### config.mk
export PLATFORM = sky130hd
export DESIGN_NAME = rc_pwm_capture_classifier_unit
export DESIGN_NICKNAME = d
export VERILOG_FILES = /design/src/design/rcpwm_pkg.sv /design/src/design/rc_pwm_capture_classifier_unit.sv
export SDC_FILE = /design/constraint.sdc
export NUM_CORES = 1
export LEC_CHECK = 0
export ABC_AREA = 0
export BUFFER_PORTS_ARGS = -buffer_cell sky130_fd_sc_hd__buf_2
export CAP_MARGIN = 20
export CORE_MARGIN = 5
export CORE_UTILIZATION = 50
export CTS_BUF_LIST = sky130_fd_sc_hd__clkbuf_16
export CTS_CLUSTER_SIZE = 12
export DETAILED_ROUTE_END_ITERATION = 8
export GPL_ROUTABILITY_DRIVEN = 0
export PLACE_DENSITY = 0.67
export SLEW_MARGIN = 20
export SYNTH_ARGS = -nofsm -noshare
export SYNTH_HDL_FRONTEND = slang
export SYNTH_SLANG_ARGS = --single-unit
### constraint.sdc
create_clock -name clk_i -period 8.95 [get_ports clk_i]
set_clock_uncertainty 0.05 [all_clocks]
set_input_delay 1.3425 -clock clk_i [delete_from_list [all_inputs] [get_ports clk_i]]
set_output_delay 1.3425 -clock clk_i [all_outputs]
set_load 0.03 [all_outputs]
### src/design/rcpwm_pkg.sv
package rcpwm_pkg;

  localparam int unsigned DefaultChannels = 6;

  localparam int unsigned ChanW  = 3;
  localparam int unsigned TimeW  = 32;
  localparam int unsigned ValW   = 16;
  localparam int unsigned DirW   = 2;
  localparam int unsigned AddrW  = 4;
  localparam int unsigned DataW  = 32;

  localparam logic [ValW-1:0] NeutralReset = 16'd1500;
  localparam logic [ValW-1:0] MarginReset  = 16'd20;
  localparam logic [ValW-1:0] MinReset     = 16'd1000;
  localparam logic [ValW-1:0] MaxReset     = 16'd2000;

  typedef enum logic {
    OP_EDGE = 1'b0,
    OP_READ = 1'b1
  } op_e;

  typedef enum logic [DirW-1:0] {
    DIR_MIDDLE = 2'd0,
    DIR_INC    = 2'd1,
    DIR_DEC    = 2'd2
  } dir_e;

  typedef enum logic [1:0] {
    REG_NEUTRAL = 2'd0,
    REG_MARGIN  = 2'd1,
    REG_MIN     = 2'd2,
    REG_MAX     = 2'd3
  } reg_e;

  typedef struct packed {
    logic             opcode;
    logic [ChanW-1:0] channel;
    logic             pin_level;
    logic [TimeW-1:0] timestamp_us;
  } in_item_t;

  typedef struct packed {
    logic [DirW-1:0]  direction;
    logic [ValW-1:0]  stick_value;
    logic [TimeW-1:0] raw_width;
    logic             was_fresh;
  } out_item_t;

  typedef struct packed {
    logic [ValW-1:0] neutral_width;
    logic [ValW-1:0] dead_margin;
    logic [ValW-1:0] min_width;
    logic [ValW-1:0] max_width;
  } cfg_t;

  typedef struct packed {
    dir_e            dir;
    logic [ValW-1:0] value;
  } class_t;

  // Ordered overrides: deadband, then snap to max, then snap to min.
  // Sums are widened so none of the compares can wrap.
  function automatic class_t classify(input logic [TimeW-1:0] w, input cfg_t cfg);
    class_t          res;
    logic [ValW:0]   n_plus_m;
    logic [ValW:0]   min_plus_m;
    logic [TimeW:0]  w_plus_m;
    n_plus_m   = {1'b0, cfg.neutral_width} + {1'b0, cfg.dead_margin};
    min_plus_m = {1'b0, cfg.min_width} + {1'b0, cfg.dead_margin};
    w_plus_m   = {1'b0, w} + (TimeW+1)'(cfg.dead_margin);
    res.dir   = DIR_MIDDLE;
    res.value = cfg.neutral_width;
    if (w > TimeW'(n_plus_m)) begin
      res.dir   = DIR_INC;
      res.value = w[ValW-1:0];
    end else if (w_plus_m < (TimeW+1)'(cfg.neutral_width)) begin
      res.dir   = DIR_DEC;
      res.value = w[ValW-1:0];
    end
    if (w_plus_m >= (TimeW+1)'(cfg.max_width)) begin
      res.dir   = DIR_INC;
      res.value = cfg.max_width;
    end
    if (w <= TimeW'(min_plus_m)) begin
      res.dir   = DIR_DEC;
      res.value = cfg.min_width;
    end
    return res;
  endfunction

endpackage

### src/design/rc_pwm_capture_classifier_unit.sv
// RC pulse-width capture and stick classifier. Edge words (opcode edge) record a
// channel's start time on a rising level and its width, start subtracted from the
// timestamp modulo 2^32, on a falling level, marking the channel fresh; they give
// no result. Read words return the stored width, the fresh mark (then cleared)
// and a direction/value from the neutral deadband and min/max snapping. One word
// is taken every cycle while the input is not stalled; a read word's result goes
// from the input register through the per-channel register file read and the
// classifier compares into the output register. A stalled result holds the next
// read word in the input register and so stalls the input; edge words still pass.
// Channels at or above CHANNELS are ignored on edges and read back as all zero.
// Registers via the APB port: 0x0 neutral, 0x4 margin, 0x8 min, 0xC max, low
// 16 bits; write only when idle.
module rc_pwm_capture_classifier_unit #(
  parameter int unsigned CHANNELS = rcpwm_pkg::DefaultChannels
) (
  input  logic                             clk_i,
  input  logic                             rst_ni,
  input  logic                             in_valid_i,
  output logic                             in_stall_o,
  input  rcpwm_pkg::in_item_t              in_data_i,
  output logic                             out_valid_o,
  input  logic                             out_stall_i,
  output rcpwm_pkg::out_item_t             out_data_o,
  input  logic                             psel,
  input  logic                             penable,
  input  logic                             pwrite,
  input  logic [rcpwm_pkg::AddrW-1:0]      paddr,
  input  logic [rcpwm_pkg::DataW-1:0]      pwdata,
  output logic [rcpwm_pkg::DataW-1:0]      prdata,
  output logic                             pready
);

  localparam int unsigned IdxW = (CHANNELS > 1) ? $clog2(CHANNELS) : 1;

  rcpwm_pkg::cfg_t cfg_q;

  logic                    s1_valid_q;
  rcpwm_pkg::in_item_t     s1_q;
  logic                    out_valid_q;
  rcpwm_pkg::out_item_t    out_q;

  logic [rcpwm_pkg::TimeW-1:0] start_q [CHANNELS];
  logic [rcpwm_pkg::TimeW-1:0] width_q [CHANNELS];
  logic [CHANNELS-1:0]         fresh_q;

  logic                    s1_ok, s1_is_read, s1_adv, in_ready, in_fire, cfg_wr;
  logic [IdxW-1:0]         s1_idx;
  rcpwm_pkg::class_t       cls;
  rcpwm_pkg::out_item_t    res;

  // ---------------- configuration port
  assign pready = 1'b1;
  assign cfg_wr = psel & penable & pwrite;

  always_ff @(posedge clk_i or negedge rst_ni) begin
    if (!rst_ni) begin
      cfg_q.neutral_width <= rcpwm_pkg::NeutralReset;
      cfg_q.dead_margin   <= rcpwm_pkg::MarginReset;
      cfg_q.min_width     <= rcpwm_pkg::MinReset;
      cfg_q.max_width     <= rcpwm_pkg::MaxReset;
    end else if (cfg_wr) begin
      case (paddr[3:2])
        rcpwm_pkg::REG_NEUTRAL: cfg_q.neutral_width <= pwdata[rcpwm_pkg::ValW-1:0];
        rcpwm_pkg::REG_MARGIN:  cfg_q.dead_margin   <= pwdata[rcpwm_pkg::ValW-1:0];
        rcpwm_pkg::REG_MIN:     cfg_q.min_width     <= pwdata[rcpwm_pkg::ValW-1:0];
        rcpwm_pkg::REG_MAX:     cfg_q.max_width     <= pwdata[rcpwm_pkg::ValW-1:0];
        default: ;
      endcase
    end
  end

  always_comb begin
    case (paddr[3:2])
      rcpwm_pkg::REG_NEUTRAL: prdata = rcpwm_pkg::DataW'(cfg_q.neutral_width);
      rcpwm_pkg::REG_MARGIN:  prdata = rcpwm_pkg::DataW'(cfg_q.dead_margin);
      rcpwm_pkg::REG_MIN:     prdata = rcpwm_pkg::DataW'(cfg_q.min_width);
      rcpwm_pkg::REG_MAX:     prdata = rcpwm_pkg::DataW'(cfg_q.max_width);
      default:                prdata = '0;
    endcase
  end

  // ---------------- handshake
  // Edge words retire from stage 1 without touching the output register.
  assign s1_is_read = (s1_q.opcode == rcpwm_pkg::OP_READ);
  assign s1_adv     = s1_valid_q & (!s1_is_read | !out_valid_q | !out_stall_i);
  assign in_ready   = !s1_valid_q | s1_adv;
  assign in_stall_o = !in_ready;
  assign in_fire    = in_valid_i & in_ready;

  always_ff @(posedge clk_i or negedge rst_ni) begin
    if (!rst_ni) begin
      s1_valid_q <= 1'b0;
    end else if (in_fire) begin
      s1_valid_q <= 1'b1;
    end else if (s1_adv) begin
      s1_valid_q <= 1'b0;
    end
  end

  always_ff @(posedge clk_i) begin
    if (in_fire) begin
      s1_q <= in_data_i;
    end
  end

  // ---------------- stage 1: register file and classifier
  assign s1_ok  = (32'(s1_q.channel) < CHANNELS);
  assign s1_idx = IdxW'(s1_q.channel);
  assign cls    = rcpwm_pkg::classify(width_q[s1_idx], cfg_q);

  always_comb begin
    res = '0;
    if (s1_ok) begin
      res.direction   = cls.dir;
      res.stick_value = cls.value;
      res.raw_width   = width_q[s1_idx];
      res.was_fresh   = fresh_q[s1_idx];
    end
  end

  always_ff @(posedge clk_i or negedge rst_ni) begin
    if (!rst_ni) begin
      for (int i = 0; i < CHANNELS; i++) begin
        start_q[i] <= '0;
        width_q[i] <= '0;
      end
      fresh_q <= '0;
    end else if (s1_adv && s1_ok) begin
      if (s1_is_read) begin
        fresh_q[s1_idx] <= 1'b0;
      end else if (s1_q.pin_level) begin
        start_q[s1_idx] <= s1_q.timestamp_us;
      end else begin
        width_q[s1_idx] <= s1_q.timestamp_us - start_q[s1_idx];
        fresh_q[s1_idx] <= 1'b1;
      end
    end
  end

  // ---------------- output register
  always_ff @(posedge clk_i or negedge rst_ni) begin
    if (!rst_ni) begin
      out_valid_q <= 1'b0;
    end else if (s1_adv && s1_is_read) begin
      out_valid_q <= 1'b1;
    end else if (!out_stall_i) begin
      out_valid_q <= 1'b0;
    end
  end

  always_ff @(posedge clk_i) begin
    if (s1_adv && s1_is_read) begin
      out_q <= res;
    end
  end

  assign out_valid_o = out_valid_q;
  assign out_data_o  = out_q;

`ifndef SYNTH
  a_read_clears_fresh: assert property (@(posedge clk_i) disable iff (!rst_ni)
    s1_adv && s1_is_read && s1_ok |=> !fresh_q[$past(s1_idx)])
    else $error("fresh mark not cleared by read");

  a_fall_sets_fresh: assert property (@(posedge clk_i) disable iff (!rst_ni)
    s1_adv && !s1_is_read && s1_ok && !s1_q.pin_level |=> fresh_q[$past(s1_idx)])
    else $error("falling edge did not mark channel fresh");

  a_bad_chan_zero: assert property (@(posedge clk_i) disable iff (!rst_ni)
    s1_adv && s1_is_read && !s1_ok |=> out_valid_q && (out_q == '0))
    else $error("out-of-range read gave non-zero word");

  a_out_drains: assert property (@(posedge clk_i) disable iff (!rst_ni)
    out_valid_q && !out_stall_i && !(s1_adv && s1_is_read) |=> !out_valid_q)
    else $error("taken result word repeated");
`endif

endmodule
# After elaboration in Yosys (flattened, before gate mapping)
# Index checks and enable logic that the tools add are counted.
[totals]
reg_bits = 544
inputBits = 80
out_inout_bits = 86
word_cells = 104
[op_classes]
addsub = 4
magnitude_cmp = 9
eq_ne = 5
n_mux = 25
n_bitwise = 14
n_reduce_logical = 19
[op_table]
columns = ["operator", "count"]
rows = [
  ["$bwmux W192", 2],
  ["$bmux W32 S3", 2],
  ["$mux W32", 5],
  ["$pmux W32 S4", 1],
  ["$demux W32 S3", 1],
  ["$mux W18", 4],
  ["$add A16 B16 Y17", 2],
  ["$add A32 B16 Y33", 1],
  ["$ge A33 B16 Y1", 1],
  ["$lt A33 B16 Y1", 1],
  ["$gt A32 B17 Y1", 1],
  ["$le A32 B17 Y1", 1],
  ["$sub A32 B32 Y32", 1],
  ["$mux W6", 2],
  ["$reduce_and A2 Y1", 5],
  ["$and A6 B6 Y6", 1],
  ["$mux W1", 6],
  ["$not A6 Y6", 1],
  ["$or A6 B6 Y6", 1],
  ["$reduce_and A3 Y1", 2],
  ["$logic_not A1 Y1", 5],
  ["$and A1 B1 Y1", 4],
  ["$eq A2 B2 Y1 const B", 2],
  ["$ge A4 B4 Y1 const B", 1],
  ["15 further kinds", 23],
]

# Longest topological paths before layout
# Gate-level depths: netlist (run 1).
[depth]
ltp_word = 10
ltp_mapped = 33
ltp_nobuf = 27

# Worst setup path before layout (run 1)
# No wires, ideal clock.
[synth_path]
path_type = "register to register"
from = "register s1_q, in the netlist s1_idx[0]"
to = "register out_q, in the netlist out_data_o[41] (data pin)"
arrival_time_ns = 6.502
required_ns = 8.730
setup_slack_ns = 2.228
path_stages_with_launch = 27
n_path_buf = 9
period_less_slack_ns = 6.722
path_cell_list = "edfxtp_1 buf_6 buf_8 buf_6 buf_2 clkbuf_1 clkbuf_1 buf_2 mux2i_1 a211oi_1 ha_1 o21a_1 o221a_2 nor2_1 o21bai_1 a21oi_1 xnor2_1 ha_1 a2111o_1 o21ai_0 o21ai_0 or4_4 or3_1 buf_2 buf_6 a211o_1 a311oi_2"
[synth_via]
elab_chain_len = 10
word_cells_on_any_way = 14
[synth_rtl]
columns = ["item", "line_no", "text"]
rows = [
  ["start: declaration", "rc_pwm_capture_classifier_unit.sv:38", "rcpwm_pkg::in_item_t s1_q;"],
  ["start signal: assignment", "rc_pwm_capture_classifier_unit.sv:102", "s1_q <= in_data_i;"],
  ["$not A3 Y4 (implied by the code)", "rc_pwm_capture_classifier_unit.sv:109", "assign cls = rcpwm_pkg::classify(width_q[s1_idx], cfg_q);"],
  ["$bmux W32 S3", "rc_pwm_capture_classifier_unit.sv:109", ""],
  ["$mux W32 (implied by the code) (2 in a row)", "rc_pwm_capture_classifier_unit.sv:109", ""],
  ["$add A32 B16 Y33", "rcpwm_pkg.sv:70", "w_plus_m = {1'b0, w} + (TimeW+1)'(cfg.dead_margin);"],
  ["$lt A33 B16 Y1", "rcpwm_pkg.sv:76", "end else if (w_plus_m < (TimeW+1)'(cfg.neutral_width)) begin"],
  ["$mux W18", "rcpwm_pkg.sv:76", ""],
  ["$mux W18", "rcpwm_pkg.sv:73", "if (w > TimeW'(n_plus_m)) begin"],
  ["$mux W18", "rcpwm_pkg.sv:80", "if (w_plus_m >= (TimeW+1)'(cfg.max_width)) begin"],
  ["$mux W18", "rcpwm_pkg.sv:84", "if (w <= TimeW'(min_plus_m)) begin"],
  ["end signal: assignment", "rc_pwm_capture_classifier_unit.sv:153", "out_q <= res;"],
  ["end: declaration", "rc_pwm_capture_classifier_unit.sv:40", "rcpwm_pkg::out_item_t out_q;"],
]
# Several ways; a longest one is shown, not always the timed one. The select of a mux whose other input is x is not followed.
# A chain may end at the register's enable or synchronous reset.

# Worst setup path in the final report (run 1)
[layout_path]
from = "register s1_q, in the netlist s1_idx[0]"
to = "register out_q, in the netlist out_data_o[35] (data pin)"
# Same word-level chain as after synthesis.

==> results of run 1 <==
[power breakdown]
part	switching (uW)	total, uW	internal [uW]
sequential	362	3480	3120
clock	1010	2270	1260
combinational	1720	2990	1280
[path summary, 6_finish.rpt]
path / startpoint / end / slack, ns
worst max-delay path: s1_idx[0]$_DFFE_PP_ / out_data_o[35]$_SDFFCE_PP0P_ / 1.48
worst min-delay path: start_q[160]$_DFFE_PN0P_ / start_q[160]$_DFFE_PN0P_ / 0.43
worst min register to register: start_q[160]$_DFFE_PN0P_ / start_q[160]$_DFFE_PN0P_ / 0.43
min in group asynchronous: rst_ni / width_q[89]$_DFFE_PN0P_ / 0.72
worst max register to register: s1_idx[0]$_DFFE_PP_ / out_data_o[35]$_SDFFCE_PP0P_ / 1.48
max in group asynchronous: rst_ni / width_q[144]$_DFFE_PN0P_ / 6.58
[critical path, cell delays in order, from the launching register on]
cell and delay, ns:
edfxtp_1 0.80, buf_12 0.32, mux2i_1 0.14, a32o_1 0.25, a211oi_1 0.92, ha_1 0.45, o21a_1 0.24, o221a_2 0.29
nor2_1 0.18, o21bai_1 0.10, a21oi_1 0.18, xnor2_1 0.19, ha_1 0.31, a2111o_1 0.41, o21ai_0 0.14, o21ai_0 0.17
or4_4 0.56, or3_1 0.79, a211o_1 0.40, a311oi_1 0.30
[cell usage in the layout, fill, tap and decap left out, drive strengths merged, types with 10 or more instances in the layout]
cell type    n
dfrtp      435
conb        17
nand4       19
xnor2       51
a21oi       94
inv         96
buf        189
dfstp       21
mux2       375
o2111ai     12
xor2        17
o211ai      11
a21o        30
mux4        20
nor3        20
a311oi      10
a211o       12
a221oi      24
o21ai      149
nand3       54
o21a        24
edfxtp      88
nand2b      23
clkbuf      61
a22oi       57
mux2i       73
clkinv      29
ha         144
nand2      200
a211oi      22
nor2b       15
nor2        94
o21bai      14
[through the flow]
step | instance area [um^2] | total power (uW) | util (%) | setup WS [ns]
floorplan | 28900 | 5560 | - | 2.23
global placement | 30400 | 6330 | 52.9 | 1.53
detailed placement | 30400 | 6470 | 52.9 | 1.63
CTS | 32200 | 8770 | 56.0 | 1.53
global route | 32200 | 9270 | 56.1 | 0.986
finish | 32200 | 8750 | 56.1 | 1.48
[flip-flops by register name, indices dropped and copies added, names as in the netlist, named ones only]
name	flops
start_q	192
width_q	192
cfg_q	64
out_data_o	51
s1_q	33
s1_idx	3
out_valid_o	1
s1_is_read	1
s1_valid_q	1
[final cells by class]
cell class                      count  area [um^2]  area share (%)
Tap cell                          765          957            2.97
Timing Repair Buffer              189         1140            3.54
Clock buffer                       61         1530            4.74
Sequential cell                   544        14100            43.7
Inverter                           83          312           0.967
Multi-Input combinational cell   1722        13900            43.3
Clock inverter                     44          268           0.831
[per-layer routing]
| layer | global-route usage, % | share of wire [%] | vias to the layer above |
|---|---|---|---|
| met5 | 0 | 0 | - |
| met4 | 7.70 | 2.9 | 0 |
| met3 | 3.34 | 5.3 | 169 |
| met1 | 32.8 | 43 | 10579 |
| met2 | 42.1 | 49 | 604 |
| li1 | - | - | 9401 |
[kinds of logic after synthesis]
logic type | Yosys count | synth area share, %
adders and majority gates | 148 | 6.51
DFF | 544 | 48.7
muxes | 468 | 18.7
AOI/OAI and AO/OA | 546 | 12.9
buffers and inverters | 222 | 3.37
other | 2 | 0.0260
and+or+nand+nor | 475 | 7.64
xor gates and xnor gates | 68 | 2.06
==> results.py, run 1 <==
metrics = {
    "drt": {
        "postRouteAntennaNets": 0,
        "detail_route.iter0.violations": 1271,
        "vias_per_cell": 6.09,
        "dr.pass1.iters": 5,
        "drcViolationCount": 0,
        "drt-total-wl_mm": 78.2,
        "via_count": 20753,
        "wl_per_cell_um": 22.9,
    },
    "setup_path": {
        "reg2regPathDepth": 19,
        "cp_data_required_time_ns": 9.34,
        "cp-start-kind": "flip-flop",
        "crit_arrival_ns": 7.86,
        "cp_max_fo": 36,
        "crit_type": "flip-flop to flip-flop",
        "critPathCaptureType": "flip-flop",
    },
    "sta": {
        "setup_violations": 0,
        "min_period_ns": 7.47,
        "report.final.slew_viol_count": 0,
        "hold_ws_ns": 0.431,
        "rsz0062_at_grt": "no",
        "tightest_slew_ns": 1.17,
        "report.final.hold_viol_count": 0,
        "setup_tns_ns": 0,
        "slew_headroom_pct": 21.3,
        "finalCritPeriodShare_pct": 83.4,
        "max_clock_freq_ghz": 0.134,
    },
    "clock_network": {
        "cts_resized": 0,
        "cts_tree": "built",
        "cts.clk_slew.worst_paths_ns": 0.06,
        "cts-root-buf": "clkbuf_16",
        "cts.sinks": 544,
        "clk_path_buf_depth": 3,
        "hold_buffers": 0,
        "post_cts_buffers": 0,
        "cts_made_buffers": 58,
        "htreeDepth": 2,
        "clk_latency_ns": 0.65,
    },
    "worst_hold_path": {
        "min_path_cells": 2,
        "holdCritPathClass": "flip-flop to flip-flop",
    },
    "yosys": {
        "postSynth.asyncResetShare_pct": 83.8,
        "ys_seq_area_share_pct": 48.7,
        "synth_flop_cell": "dfrtp_1",
        "postSynthCellCount": 2473,
        "synthTopCellsByArea": "dfrtp_1, mux2_2, edfxtp_1",
        "avgSynthCellArea_um2": 11.7,
        "netlist.area_leader.share_pct": 37.7,
        "synth_area_leader_cell": "dfrtp_1",
        "synth.most_common_cell": "dfrtp_1",
        "yosys_warnings": 0,
        "synthTopCellsByCount": "dfrtp_1, mux2_2, nand2_1, o21ai_0, ha_1",
        "ys_ff_latch": 544,
        "synth-edff-count": 88,
        "syn-cell-area_mm2": 0.0289,
        "yosysUniqueCellTypes": 83,
    },
    "power": {
        "ir_worst_vdd_mv": 0.201,
        "p_per_area_mw_per_mm2": 271,
        "leakagePower_uw": 0.0148,
    },
    "floorplanning": {
        "io-pin-count": 166,
        "die_h_um": 250,
        "fp-row-count": 88,
        "design.core.area_mm2": 0.0575,
        "dieArea_mm2": 0.0627,
        "die_w_um": 250,
        "initial_core_util_pct": 50.3,
    },
    "finish": {
        "fillers": 4921,
        "stdcell_count": 3408,
        "syn2layout_area_growth_pct": 11.6,
        "drive_above_1_share_pct": 27.2,
        "diodes": 0,
        "num-nets-final": 2826,
    },
    "placement": {
        "portBuffers": 130,
        "hpwl_mm": 53.4,
        "dpl.cell_count": 3303,
    },
    "grt": {
        "grt-ovfl-total": 0,
        "grt_max_degree": 160,
        "grtUsageTotal_pct": 24.6,
        "antenna_found_initial": 1,
        "grt_pass1_wl_mm": 123,
        "first_global_vias": 21523,
    },
    "status": {
        "status": "finished clean",
    },
    "run": {
        "drv_cap": 0,
    },
}
(Power assumes the default switching activity.)
==> inputs of run 2 (changes only) <==
--- a/config.mk
+++ b/config.mk
@@ -5,7 +5,7 @@
 export SDC_FILE = /design/constraint.sdc
 export NUM_CORES = 1
 export LEC_CHECK = 0
-export ABC_AREA = 0
+export ABC_AREA = 1
 export BUFFER_PORTS_ARGS = -buffer_cell sky130_fd_sc_hd__buf_2
 export CAP_MARGIN = 20
 export CORE_MARGIN = 5
@@ -14,7 +14,7 @@
 export CTS_CLUSTER_SIZE = 12
 export DETAILED_ROUTE_END_ITERATION = 8
 export GPL_ROUTABILITY_DRIVEN = 0
-export PLACE_DENSITY = 0.67
+export PLACE_DENSITY = 0.7
 export SLEW_MARGIN = 20
 export SYNTH_ARGS = -nofsm -noshare
 export SYNTH_HDL_FRONTEND = slang
==> constraint.sdc (replaced) <==
create_clock -name clk_i -period 6.85 [get_ports clk_i]
set_clock_uncertainty 0.05 [all_clocks]
set_input_delay 1.0275 -clock clk_i [delete_from_list [all_inputs] [get_ports clk_i]]
set_output_delay 1.0275 -clock clk_i [all_outputs]
set_load 0.03 [all_outputs]
==> run 2 against run 1 <==
Compared with the run above:
- maximum frequency rose by 24%
- die area grew 0.76%
- setup slack worse by 0.66 ns
- sequential power increased by 27%
- power increased by 23%
- global-route usage up 1.8 points
- synthesized cell count is 41% higher
- first-iteration DRC count is 100% higher
- clock power up 32%
- area after synthesis rose by 0.80%
- largest cell class unchanged
==> results.py, run 2 <==
metrics = {
    "yosys": {
        "synth.most_common_cell": "nand2_1",
        "avgSynthCellArea_um2": 8.33,
        "syn-cell-area_mm2": 0.0291,
        "synth_flop_cell": "dfrtp_1",
        "synth-edff-count": 88,
        "synthTopCellsByCount": "nand2_1, o21ai_0, dfrtp_1, inv_1, ha_1",
        "ys_seq_area_share_pct": 48.4,
        "yosys_warnings": 0,
        "netlist.area_leader.share_pct": 37.4,
        "postSynthCellCount": 3495,
        "synth_area_leader_cell": "dfrtp_1",
        "synthTopCellsByArea": "dfrtp_1, nand2_1, edfxtp_1",
        "yosysUniqueCellTypes": 59,
        "ys_ff_latch": 544,
        "postSynth.asyncResetShare_pct": 83.8,
    },
    "power": {
        "ir_worst_vdd_mv": 0.260,
        "p_per_area_mw_per_mm2": 330,
        "leakagePower_uw": 0.0158,
    },
    "setup_path": {
        "crit_path_top_delay_cell": "edfxtp_1",
        "cp_max_fo": 30,
        "cp_data_required_time_ns": 7.26,
        "crit_type": "flip-flop to flip-flop",
        "cp-start-kind": "flip-flop",
        "worst_path_most_repeated_cell": "nand2_1",
        "crit_arrival_ns": 6.44,
        "slowest_delay_ns": 0.53,
        "critPathCaptureType": "flip-flop",
    },
    "finish": {
        "reg_top3": "start_q (192), width_q (192), cfg_q (64)",
        "utilization_pct": 56.2,
        "final_cell_mix": "nand2_1, o21ai_0, dfrtp_1",
        "drive_above_1_share_pct": 10.5,
        "design_area_mm2": 0.0324,
        "num-nets-final": 3837,
        "mostFrequentLayoutCell": "nand2_1",
        "stdcell_count": 4422,
        "syn2layout_area_growth_pct": 11.4,
    },
    "drt": {
        "via_count": 24874,
        "drt-total-wl_mm": 85.1,
        "drcViolationCount": 0,
        "vias_per_cell": 5.63,
        "wl_per_cell_um": 19.2,
        "postRouteAntennaNets": 0,
        "detail_route.iter0.violations": 2555,
        "dr.pass1.iters": 5,
    },
    "clock_network": {
        "htreeDepth": 2,
        "hold_buffers": 0,
        "cts_resized": 0,
        "clk_latency_ns": 0.65,
        "clk_path_buf_depth": 3,
        "cts_tree": "built",
        "cts-root-buf": "clkbuf_16",
        "cts.sinks": 544,
        "cts.clk_slew.worst_paths_ns": 0.06,
        "cts_made_buffers": 58,
        "post_cts_buffers": 0,
    },
    "floorplanning": {
        "die_h_um": 251,
        "fp-row-count": 88,
        "io-pin-count": 166,
        "design.core.area_mm2": 0.0577,
        "die_w_um": 251,
        "dieArea_mm2": 0.0632,
        "initial_core_util_pct": 50.5,
    },
    "placement": {
        "place_area_mm2": 0.0306,
        "hpwl_mm": 58.3,
        "dpl.cell_count": 4314,
        "portBuffers": 130,
    },
    "grt": {
        "grt_pass1_wl_mm": 133,
        "first_global_vias": 23387,
        "grt_max_degree": 141,
        "antenna_found_initial": 0,
        "grtUsageTotal_pct": 26.4,
        "grt-ovfl-total": 0,
    },
    "sta": {
        "max_clock_freq_ghz": 0.166,
        "setup_tns_ns": 0,
        "min_period_ns": 6.03,
        "report.final.hold_viol_count": 0,
        "tightest_slew_ns": 1.08,
        "finalCritPeriodShare_pct": 88.0,
        "report.final.slew_viol_count": 0,
        "slew_headroom_pct": 27.6,
        "setup_violations": 0,
        "rsz0062_at_grt": "no",
        "hold_ws_ns": 0.353,
    },
    "run": {
        "drv_cap": 0,
    },
    "worst_hold_path": {
        "holdCritPathClass": "input port to asynchronous set/reset pin",
    },
    "status": {
        "status": "finished clean",
    },
}
## run 2: metrics by stage
step / power (uW) / setup WS, ns
after CTS: 10700 / 0.855
after floorplan: 6640 / 1.99
after global routing: 11400 / 0.414
after global placement: 7600 / 0.959
final: 10700 / 0.824
after detailed placement: 7690 / 0.922
## run 2: power by group
part,total [uW],internal (uW),switching [uW]
clock,3000,1680,1320
sequential,4410,3980,427
combinational,3310,1150,2160
## run 2: layout make-up
class | instances | area [um^2]
diodes | 1 | 2.50
clock buffers | 58 | 1450
clock inverters | 49 | 357
fillers | 5393 | 25300
inverters | 328 | 1240
multi-input cells | 2477 | 13100
flip-flops and latches | 544 | 14100
well taps | 765 | 957
repair buffers | 200 | 1220
## run 2: critical path: cells and delay by family (launching register included)
| kind | cells | cell delay [ns] |
|---|---|---|
| and+or+nand+nor | 13 | 2.00 |
| buffers and inverters | 7 | 1.42 |
| AOI/OAI and AO/OA | 5 | 0.83 |
| adders and majority gates | 2 | 0.69 |
| DFF | 1 | 0.53 |
| xor gates and xnor gates | 1 | 0.31 |
## run 2: routing by layer
layer | vias up | wire length, um | track usage, %
met1 | 11852 | 36800 | 37.1
li1 | 11856 | - | -
met5 | - | 0 | 0
met2 | 984 | 38700 | 42.2
met3 | 182 | 6790 | 4.51
met4 | 0 | 2760 | 8.37
## run 2: cells by family (layout without fill, tap and decap cells)
logic type	Yosys count	after routing	synth area share (%)
simple gates	1473	1473	21.4
other cells	2	18	0.0258
xor+xnor	68	68	2.05
buf+inv	489	635	6.87
fa+ha+maj	148	148	6.46
flops	544	544	48.4
compound gates	771	771	14.9
## run 2: worst paths after layout
check,start,cells after the start,to,slack (ns)
setup / recovery,s1_idx[2]$_DFFE_PP_,28,out_data_o[45]$_SDFFCE_PP0P_,0.82
hold / removal,rst_ni,1,cfg_q[16]$_DFFE_PN0P_,0.35
setup reg to reg,s1_idx[2]$_DFFE_PP_,28,out_data_o[45]$_SDFFCE_PP0P_,0.82
hold reg to reg,width_q[162]$_DFFE_PN0P_,2,width_q[162]$_DFFE_PN0P_,0.42
max in group asynchronous,rst_ni,2,start_q[172]$_DFFE_PN0P_,5.08
min in group clk_i,width_q[162]$_DFFE_PN0P_,2,width_q[162]$_DFFE_PN0P_,0.42
